`src/hw/rtl/bdeq_pkg.sv`:
```
// Package of the double-ended queue: word type, operation and status codes,
// cell control codes and the control struct sent down the cell chain.
// No dependencies.
package bdeq_pkg;

    localparam int DEPTH_DEF = 16;
    localparam int MODE_W    = 3;
    localparam int STATUS_W  = 2;

    typedef logic signed [31:0] t_word;

    localparam logic [MODE_W-1:0] MODE_PUSH_FRONT = 3'd0;
    localparam logic [MODE_W-1:0] MODE_PUSH_REAR  = 3'd1;
    localparam logic [MODE_W-1:0] MODE_POP_FRONT  = 3'd2;
    localparam logic [MODE_W-1:0] MODE_POP_REAR   = 3'd3;
    localparam logic [MODE_W-1:0] MODE_LIST       = 3'd4;

    localparam logic [STATUS_W-1:0] ST_OK    = 2'd0;
    localparam logic [STATUS_W-1:0] ST_EMPTY = 2'd1;
    localparam logic [STATUS_W-1:0] ST_FULL  = 2'd2;

    // The operation that every cell carries out.
    localparam logic [2:0] CELL_HOLD        = 3'd0;
    localparam logic [2:0] CELL_SHIFT_REAR  = 3'd1;
    localparam logic [2:0] CELL_SHIFT_FRONT = 3'd2;
    localparam logic [2:0] CELL_LOAD_NEXT   = 3'd3;
    localparam logic [2:0] CELL_ROTATE      = 3'd4;

    typedef struct packed {
        logic [2:0] op;
        t_word      word;   // word entering at the front or at the first free cell
        t_word      head;   // front word, wrapped to the tail when rotating
    } t_cell_ctl;

endpackage

```
`src/hw/rtl/bdeq_in_if.sv`:
```
// Valid/ready channel interfaces of the double-ended queue: operation words in,
// result words out. Depends on bdeq_pkg.
interface bdeq_in_if
    import bdeq_pkg::*;
();
    logic              valid;
    logic              ready;
    logic [MODE_W-1:0] mode;
    t_word             value;

    modport source (output valid, output mode, output value, input ready);
    modport sink   (input valid, input mode, input value, output ready);
endinterface

interface bdeq_out_if
    import bdeq_pkg::*;
();
    logic                valid;
    logic                ready;
    t_word               value_res;
    logic [STATUS_W-1:0] status;
    logic                last;

    modport source (output valid, output value_res, output status, output last,
                    input ready);
    modport sink   (input valid, input value_res, input status, input last,
                    output ready);
endinterface

```
`src/hw/rtl/bdeq_cell.sv`:
```
// One storage cell of the queue chain: holds a word and takes it from a
// neighbor, the incoming word or the front word. Depends on bdeq_pkg.
module bdeq_cell
    import bdeq_pkg::*;
(
    input  logic      i_clk,
    input  t_cell_ctl i_ctl,
    input  t_word     i_left,
    input  t_word     i_right,
    input  logic      i_at_tail,
    input  logic      i_at_next,
    output t_word     o_word
);

    t_word r_word;
    t_word n_word;

    always_comb begin
        n_word = r_word;
        unique case (i_ctl.op)
            CELL_HOLD:        n_word = r_word;
            CELL_SHIFT_REAR:  n_word = i_left;
            CELL_SHIFT_FRONT: n_word = i_right;
            CELL_LOAD_NEXT:   n_word = i_at_next ? i_ctl.word : r_word;
            // the front word wraps into the tail cell
            CELL_ROTATE:      n_word = i_at_tail ? i_ctl.head : i_right;
            default:          n_word = r_word;
        endcase
    end

    always_ff @(posedge i_clk) begin
        r_word <= n_word;
    end

    assign o_word = r_word;

endmodule

```
`src/hw/rtl/bounded_double_ended_queue.sv`:
```
// Bounded double-ended queue of signed 32-bit words, built as a chain of cells
// with the front word always in cell 0.
// Channels: i_in carries one operation word (mode, value); o_out carries
// result words (value_res, status, last). Both are valid/ready.
// Push front, push rear, pop front and pop rear each give one result word,
// registered, the cycle after acceptance. Listing gives one result per stored
// word: the chain rotates by one cell per result, so a listing holds the input
// until its last result and leaves the order intact.
// An empty listing gives one result. Unused mode codes are taken and dropped.
// Throughput: one operation per cycle while the receiver keeps up and no listing
// is in progress; the single output register is the only buffer.
// When the receiver stalls, the result holds and no new word is taken, and a
// listing pauses without rotating.
// Reset (synchronous, active low) empties the queue and drops any pending
// result; cell contents are not cleared.
// Depends on bdeq_pkg, bdeq_in_if, bdeq_out_if and bdeq_cell.
module bounded_double_ended_queue
    import bdeq_pkg::*;
#(
    parameter int DEPTH = DEPTH_DEF
) (
    input  logic        i_clk,
    input  logic        i_rst_n,
    bdeq_in_if.sink     i_in,
    bdeq_out_if.source  o_out
);

    localparam int IDX_W = $clog2(DEPTH);
    localparam int OCC_W = $clog2(DEPTH + 1);

    localparam logic S_IDLE = 1'b0;
    localparam logic S_LIST = 1'b1;

    logic                r_state, n_state;
    logic [OCC_W-1:0]    r_occ, n_occ;
    logic [OCC_W-1:0]    r_cnt, n_cnt;
    logic                r_out_valid, n_out_valid;
    t_word               r_out_value, n_out_value;
    logic [STATUS_W-1:0] r_out_status, n_out_status;
    logic                r_out_last, n_out_last;

    t_cell_ctl           w_ctl;
    t_word               w_words [DEPTH];
    logic                w_in_fire;
    logic                w_out_free;
    logic                w_full;
    logic                w_empty;
    logic [OCC_W-1:0]    w_occ_m1;
    logic [IDX_W-1:0]    w_tail_idx;

    assign w_out_free = !r_out_valid || o_out.ready;
    assign i_in.ready = (r_state == S_IDLE) && w_out_free;
    assign w_in_fire  = i_in.valid && i_in.ready;
    assign w_full     = (r_occ == OCC_W'(DEPTH));
    assign w_empty    = (r_occ == '0);
    assign w_occ_m1   = r_occ - OCC_W'(1);
    assign w_tail_idx = w_occ_m1[IDX_W-1:0];

    genvar gi;
    generate
        for (gi = 0; gi < DEPTH; gi++) begin : g_cell
            t_word w_left;
            t_word w_right;
            if (gi == 0) begin : g_first
                assign w_left = w_ctl.word;
            end else begin : g_mid
                assign w_left = w_words[gi-1];
            end
            if (gi == DEPTH - 1) begin : g_end
                assign w_right = w_words[0];
            end else begin : g_inner
                assign w_right = w_words[gi+1];
            end
            bdeq_cell u_cell (
                .i_clk     (i_clk),
                .i_ctl     (w_ctl),
                .i_left    (w_left),
                .i_right   (w_right),
                .i_at_tail (r_occ == OCC_W'(gi + 1)),
                .i_at_next (r_occ == OCC_W'(gi)),
                .o_word    (w_words[gi])
            );
        end
    endgenerate

    always_comb begin
        n_state      = r_state;
        n_occ        = r_occ;
        n_cnt        = r_cnt;
        n_out_valid  = r_out_valid && !o_out.ready;
        n_out_value  = r_out_value;
        n_out_status = r_out_status;
        n_out_last   = r_out_last;
        w_ctl.op     = CELL_HOLD;
        w_ctl.word   = i_in.value;
        w_ctl.head   = w_words[0];

        if (w_in_fire) begin
            n_out_value  = '0;
            n_out_status = ST_OK;
            n_out_last   = 1'b1;
            unique case (i_in.mode)
                MODE_PUSH_FRONT: begin
                    n_out_valid = 1'b1;
                    if (w_full) begin
                        n_out_status = ST_FULL;
                    end else begin
                        w_ctl.op = CELL_SHIFT_REAR;
                        n_occ    = r_occ + OCC_W'(1);
                    end
                end
                MODE_PUSH_REAR: begin
                    n_out_valid = 1'b1;
                    if (w_full) begin
                        n_out_status = ST_FULL;
                    end else begin
                        w_ctl.op = CELL_LOAD_NEXT;
                        n_occ    = r_occ + OCC_W'(1);
                    end
                end
                MODE_POP_FRONT: begin
                    n_out_valid = 1'b1;
                    if (w_empty) begin
                        n_out_status = ST_EMPTY;
                    end else begin
                        n_out_value = w_words[0];
                        w_ctl.op    = CELL_SHIFT_FRONT;
                        n_occ       = w_occ_m1;
                    end
                end
                MODE_POP_REAR: begin
                    n_out_valid = 1'b1;
                    if (w_empty) begin
                        n_out_status = ST_EMPTY;
                    end else begin
                        n_out_value = w_words[w_tail_idx];
                        n_occ       = w_occ_m1;
                    end
                end
                MODE_LIST: begin
                    if (w_empty) begin
                        n_out_valid  = 1'b1;
                        n_out_status = ST_EMPTY;
                    end else begin
                        n_state = S_LIST;
                        n_cnt   = '0;
                    end
                end
                default: begin
                    // unused codes: drop the word
                end
            endcase
        end else if (r_state == S_LIST && w_out_free) begin
            // emit the front word and rotate it to the tail
            n_out_valid  = 1'b1;
            n_out_value  = w_words[0];
            n_out_status = ST_OK;
            n_out_last   = (r_cnt == w_occ_m1);
            w_ctl.op     = CELL_ROTATE;
            n_cnt        = r_cnt + OCC_W'(1);
            if (r_cnt == w_occ_m1) begin
                n_state = S_IDLE;
            end
        end
    end

    always_ff @(posedge i_clk) begin
        if (!i_rst_n) begin
            r_state     <= S_IDLE;
            r_occ       <= '0;
            r_cnt       <= '0;
            r_out_valid <= 1'b0;
        end else begin
            r_state     <= n_state;
            r_occ       <= n_occ;
            r_cnt       <= n_cnt;
            r_out_valid <= n_out_valid;
        end
    end

    always_ff @(posedge i_clk) begin
        r_out_value  <= n_out_value;
        r_out_status <= n_out_status;
        r_out_last   <= n_out_last;
    end

    assign o_out.valid     = r_out_valid;
    assign o_out.value_res = r_out_value;
    assign o_out.status    = r_out_status;
    assign o_out.last      = r_out_last;

endmodule

```
`src/flat_wrapper.sv`:
```
// flat-port wrapper written by rule: the top's interface ports become plain ports
module bounded_double_ended_queue_flat import bdeq_pkg::*;
#(
    parameter int DEPTH = DEPTH_DEF
)
  (i_clk, i_rst_n, i_in_valid, i_in_mode, i_in_value, i_in_ready, o_out_valid, o_out_value_res, o_out_status, o_out_last, o_out_ready);
  bdeq_in_if i_in_i ();
  bdeq_out_if o_out_i ();
  input  logic i_clk;
  input  logic i_rst_n;
  input wire logic [$bits(i_in_i.valid)-1:0] i_in_valid;
  input wire logic [$bits(i_in_i.mode)-1:0] i_in_mode;
  input wire logic [$bits(i_in_i.value)-1:0] i_in_value;
  output wire logic [$bits(i_in_i.ready)-1:0] i_in_ready;
  output wire logic [$bits(o_out_i.valid)-1:0] o_out_valid;
  output wire logic [$bits(o_out_i.value_res)-1:0] o_out_value_res;
  output wire logic [$bits(o_out_i.status)-1:0] o_out_status;
  output wire logic [$bits(o_out_i.last)-1:0] o_out_last;
  input wire logic [$bits(o_out_i.ready)-1:0] o_out_ready;
  assign i_in_i.valid = i_in_valid;
  assign i_in_i.mode = i_in_mode;
  assign i_in_i.value = i_in_value;
  assign i_in_ready = i_in_i.ready;
  assign o_out_valid = o_out_i.valid;
  assign o_out_value_res = o_out_i.value_res;
  assign o_out_status = o_out_i.status;
  assign o_out_last = o_out_i.last;
  assign o_out_i.ready = o_out_ready;
  bounded_double_ended_queue #(.DEPTH(DEPTH)) u_core (.i_clk(i_clk), .i_rst_n(i_rst_n), .i_in(i_in_i), .o_out(o_out_i));
endmodule
```
`config.mk`:
```
export PLATFORM = sky130hd
export DESIGN_NAME = bounded_double_ended_queue_flat
export DESIGN_NICKNAME = d
export VERILOG_FILES = /design/src/hw/rtl/bdeq_pkg.sv /design/src/hw/rtl/bdeq_in_if.sv /design/src/hw/rtl/bdeq_cell.sv /design/src/hw/rtl/bounded_double_ended_queue.sv /design/src/flat_wrapper.sv
export SDC_FILE = /design/constraint.sdc
export NUM_CORES = 2
export LEC_CHECK = 0
export BUFFER_PORTS_ARGS = -buffer_cell sky130_fd_sc_hd__buf_4
export CAP_MARGIN = 20
export CORE_MARGIN = 2
export CORE_UTILIZATION = 45
export CTS_BUF_LIST = sky130_fd_sc_hd__clkbuf_8
export DETAILED_ROUTE_END_ITERATION = 8
export HOLD_SLACK_MARGIN = 0.12
export MAX_ROUTING_LAYER = met4
export PLACE_DENSITY_LB_ADDON = 0.12
export SLEW_MARGIN = 40
export SYNTH_ARGS = -nofsm -noshare
export SYNTH_HDL_FRONTEND = slang
export SYNTH_SLANG_ARGS = --single-unit
```
`constraint.sdc`:
```
create_clock -name i_clk -period 11.7 [get_ports i_clk]
set_input_delay 1.17 -clock i_clk [delete_from_list [all_inputs] [get_ports i_clk]]
set_output_delay 1.17 -clock i_clk [all_outputs]
set_load 0.02 [all_outputs]
```
==> flow_summary.ini <==
[drt]
drc = 0
drtAntennaViolNets = 0
drt_iter0_markers = 5388
via_per_inst = 7.223
dr_total_vias = 30812
routed_wl_mm = 135.4
drt-pass1-iter-count = 7
wl_per_cell_um = 31.74

[clocking]
cts.clk_slew.worst_paths_ns = 0.06
clock-sinks = 559
clk_latency_ns = 0.75
cts-hold-fix-buffers = 0
cts_resized = 0
cts_max_level = 3
cts_tree = built
cts_buffer_depth = 3
cts_made_buffers = 101
cts_setup_buffers = 0
root_buffer = clkbuf_8

[timing]
rsz0062_at_grt = no
final.min_clock_period_ns = 4.646
fin_skew_ns = 0.02938
hold_viol = 0
period_share = 0.3971
fin_tns_setup_ns = 0
slew_viol_final = 0
clock.fmax_mhz = 215.2
timing.slew.headroom = 0.3700
setup_viol = 0
hold_ws_ns = 0.5020
tightestPinTransition_ns = 0.9429

[grt]
grt_overflow = 0
grt_pass1_wl_mm = 197.8
grt_max_degree = 107
track_usage = 0.3507
grt_antenna_before_repair = 2
grt_pass1_vias = 28984

[yosys]
yosysSeqAreaShare = 0.4902
synth_area_leader_cell = edfxtp_1
synth_most_common_cell = edfxtp_1
synth_enable_flop_cells = 546
yosysTopAreaCellShare = 0.4825
synthCells = 3318
synth.avg_cell_area_um2 = 10.24
ys.flop_type = edfxtp_1
syn_area_um2 = 33980
yosys_warnings = 0
synthArstFlopShare = 0
synth_cell_types = 59
synthTopCellsByArea = edfxtp_1 (48%), mux4_2 (8.5%), a22oi_1 (7.8%)
synth-seq-cells = 559
syn_nets = 3364
synth_common_cells = edfxtp_1 (546), nor2_1 (462), nand2_1 (429)

[worst_hold_path]
min_from = u_core.o_out.last
whs_path_depth = 2
hold_class = reg -> reg
min_to = u_core.o_out.last

[setup_path]
cp.arrival_ns = 5.00
required_ns = 12.05
crit_chain = inv_1 > ha_4 > or3b_1 > o2111a_2 > nand2_2 > buf_6 > nor2_4 > buf_4 > a21oi_4 > buf_4
r2r_setup_slack_ns = 7.05
startpoint_type = register
timing.rr.start = u_core.r_occ[0]
reg2reg_depth = 10
cpMostUsedCell = buf_4
cpPeakStageDelay_ns = 0.69
path_max_fanout = 53
crit_path_end_kind = register
rr_endpoint = u_core.g_cell[9].u_cell.o_word[9]
path_class = reg -> reg
cp_slowest_cell = a21oi_4

[power_and_ir_drop]
combPwrFrac = 0.175
p_sw_uw = 1569
ir_worst_vdd_uv = 79.35
sequentialPowerShare = 0.491
power.leakage_uw = 0.01150
cellPowerDensity_nw_per_um2 = 136.1
clkPwrFrac = 0.335
p_int_uw = 3525
power.total_uw = 5094
swShare = 0.3079

[floorplanning]
die_area_um2 = 77730
num_rows = 100
fp.dieW_um = 278.8
io_pins = 76
die_y_um = 278.8
initial_core_util = 0.4557
core-area_um2 = 74570

[placement]
port_buffers = 75
dpl.cell_count = 4078
place_congestion = 0.8612
place_hpwl_mm = 76.28

[finish]
nets = 3261
areaGrowthSynthToFinish_pct = 10.17
final_cells = 4266
drive_above_1_share = 0.1712

[flow_run]
max_cap_viol_count = 0

[run_status]
status = complete, no violations
[worst max-delay path: cells and delay by family, from the launching register on]
family                   cells  cell delay [ns]
flip-flops                   1             0.49
adder cells (fa/ha/maj)      1             0.20
AO/OA/AOI/OAI                2             1.05
AND/OR/NAND/NOR              3             0.74
buffers and inverters        4             1.74
[through the flow]
step | utilization | setup WS [ns] | instance area (um2)
2_1_floorplan | - | 6.382 | 33980
3_3_place_gp | 0.4730 | 6.579 | 35270
3_5_place_dp | 0.4773 | 6.719 | 35600
4_1_cts | 0.5008 | 6.924 | 37350
5_1_grt | 0.5020 | 6.963 | 37440
6_report | 0.5020 | 7.054 | 37440
[power by group through the flow]
stage	registers, uW	logic, uW	clock network, uW
global route	2510	938	1800
CTS	2490	868	1720
finish	2500	890	1700
floorplan	2480	588	0
detailed placement	2530	866	0
global placement	2530	840	0
[cells by family (layout without fill, tap and decap cells)]
group | after synthesis | count (layout) | synth area share
AOI/OAI and AO/OA | 1053 | 1053 | 0.2094
and+or+nand+nor | 1053 | 1053 | 0.1280
DFF | 559 | 559 | 0.4902
buffers and inverters | 400 | 377 | 0.04857
muxes | 230 | 230 | 0.1172
xor gates and xnor gates | 16 | 16 | 0.004124
adders and majority gates | 7 | 7 | 0.002577
other | 0 | 2 | 0
[layout by cell type (no fill, tap or decap), drive strengths merged, types with 18 or more instances in the layout]
master	n
mux4	128
o221ai	18
o22ai	34
clkinv	32
nand2	430
mux2i	39
buf	167
a22oi	352
a21oi	117
edfxtp	546
nor2b	24
o21ai	72
a221o	31
mux2	63
nor2	462
inv	72
a31oi	352
a221oi	32
and2	38
and3	37
nor3	28
clkbuf	103
[registers in the layout (all words and copies together), names as in the netlist]
register and flops:
u_core.o_out.value_res 32, u_core.r_state 1, u_core.o_out.valid 1, u_core.o_out.last 1
u_core.g_cell.u_cell.o_word 512, u_core.r_occ 5, u_core.r_cnt 5, u_core.o_out.status 2
[layout make-up]
class	count	area [um2]
fill	6784	37130
timing repair buffer	167	1475
clock inverter	80	334.1
inverter	27	101.3
clock buffer	103	1418
antenna	2	5.005
tap	969	1212
multi-input combinational	2359	16230
sequential	559	16660
[routing by layer]
layer / up-vias / wire [um] / track usage
met1: 15298 / 53140 / 0.4811
li1: 12615 / - / -
met4: 0 / 5393 / 0.1461
met2: 2511 / 59750 / 0.5026
met5: - / 0 / -
met3: 388 / 17120 / 0.07874
[worst max path at each step]
stage          slack, ns  cells after the start                                   to       startpoint
6_report            7.05                     10    u_core.g_cell[9].u_cell.o_word[9]  u_core.r_occ[0]
2_1_floorplan       6.38                     12    u_core.g_cell[0].u_cell.o_word[0]  u_core.r_occ[0]
5_1_grt             6.96                     10  u_core.g_cell[10].u_cell.o_word[30]  u_core.r_occ[0]
3_3_place_gp        6.58                      8  u_core.g_cell[14].u_cell.o_word[18]      o_out_ready
4_1_cts             6.92                     10  u_core.g_cell[10].u_cell.o_word[12]  u_core.r_occ[0]
3_5_place_dp        6.72                      9    u_core.g_cell[9].u_cell.o_word[9]      o_out_ready
(Power assumes the default switching activity.)
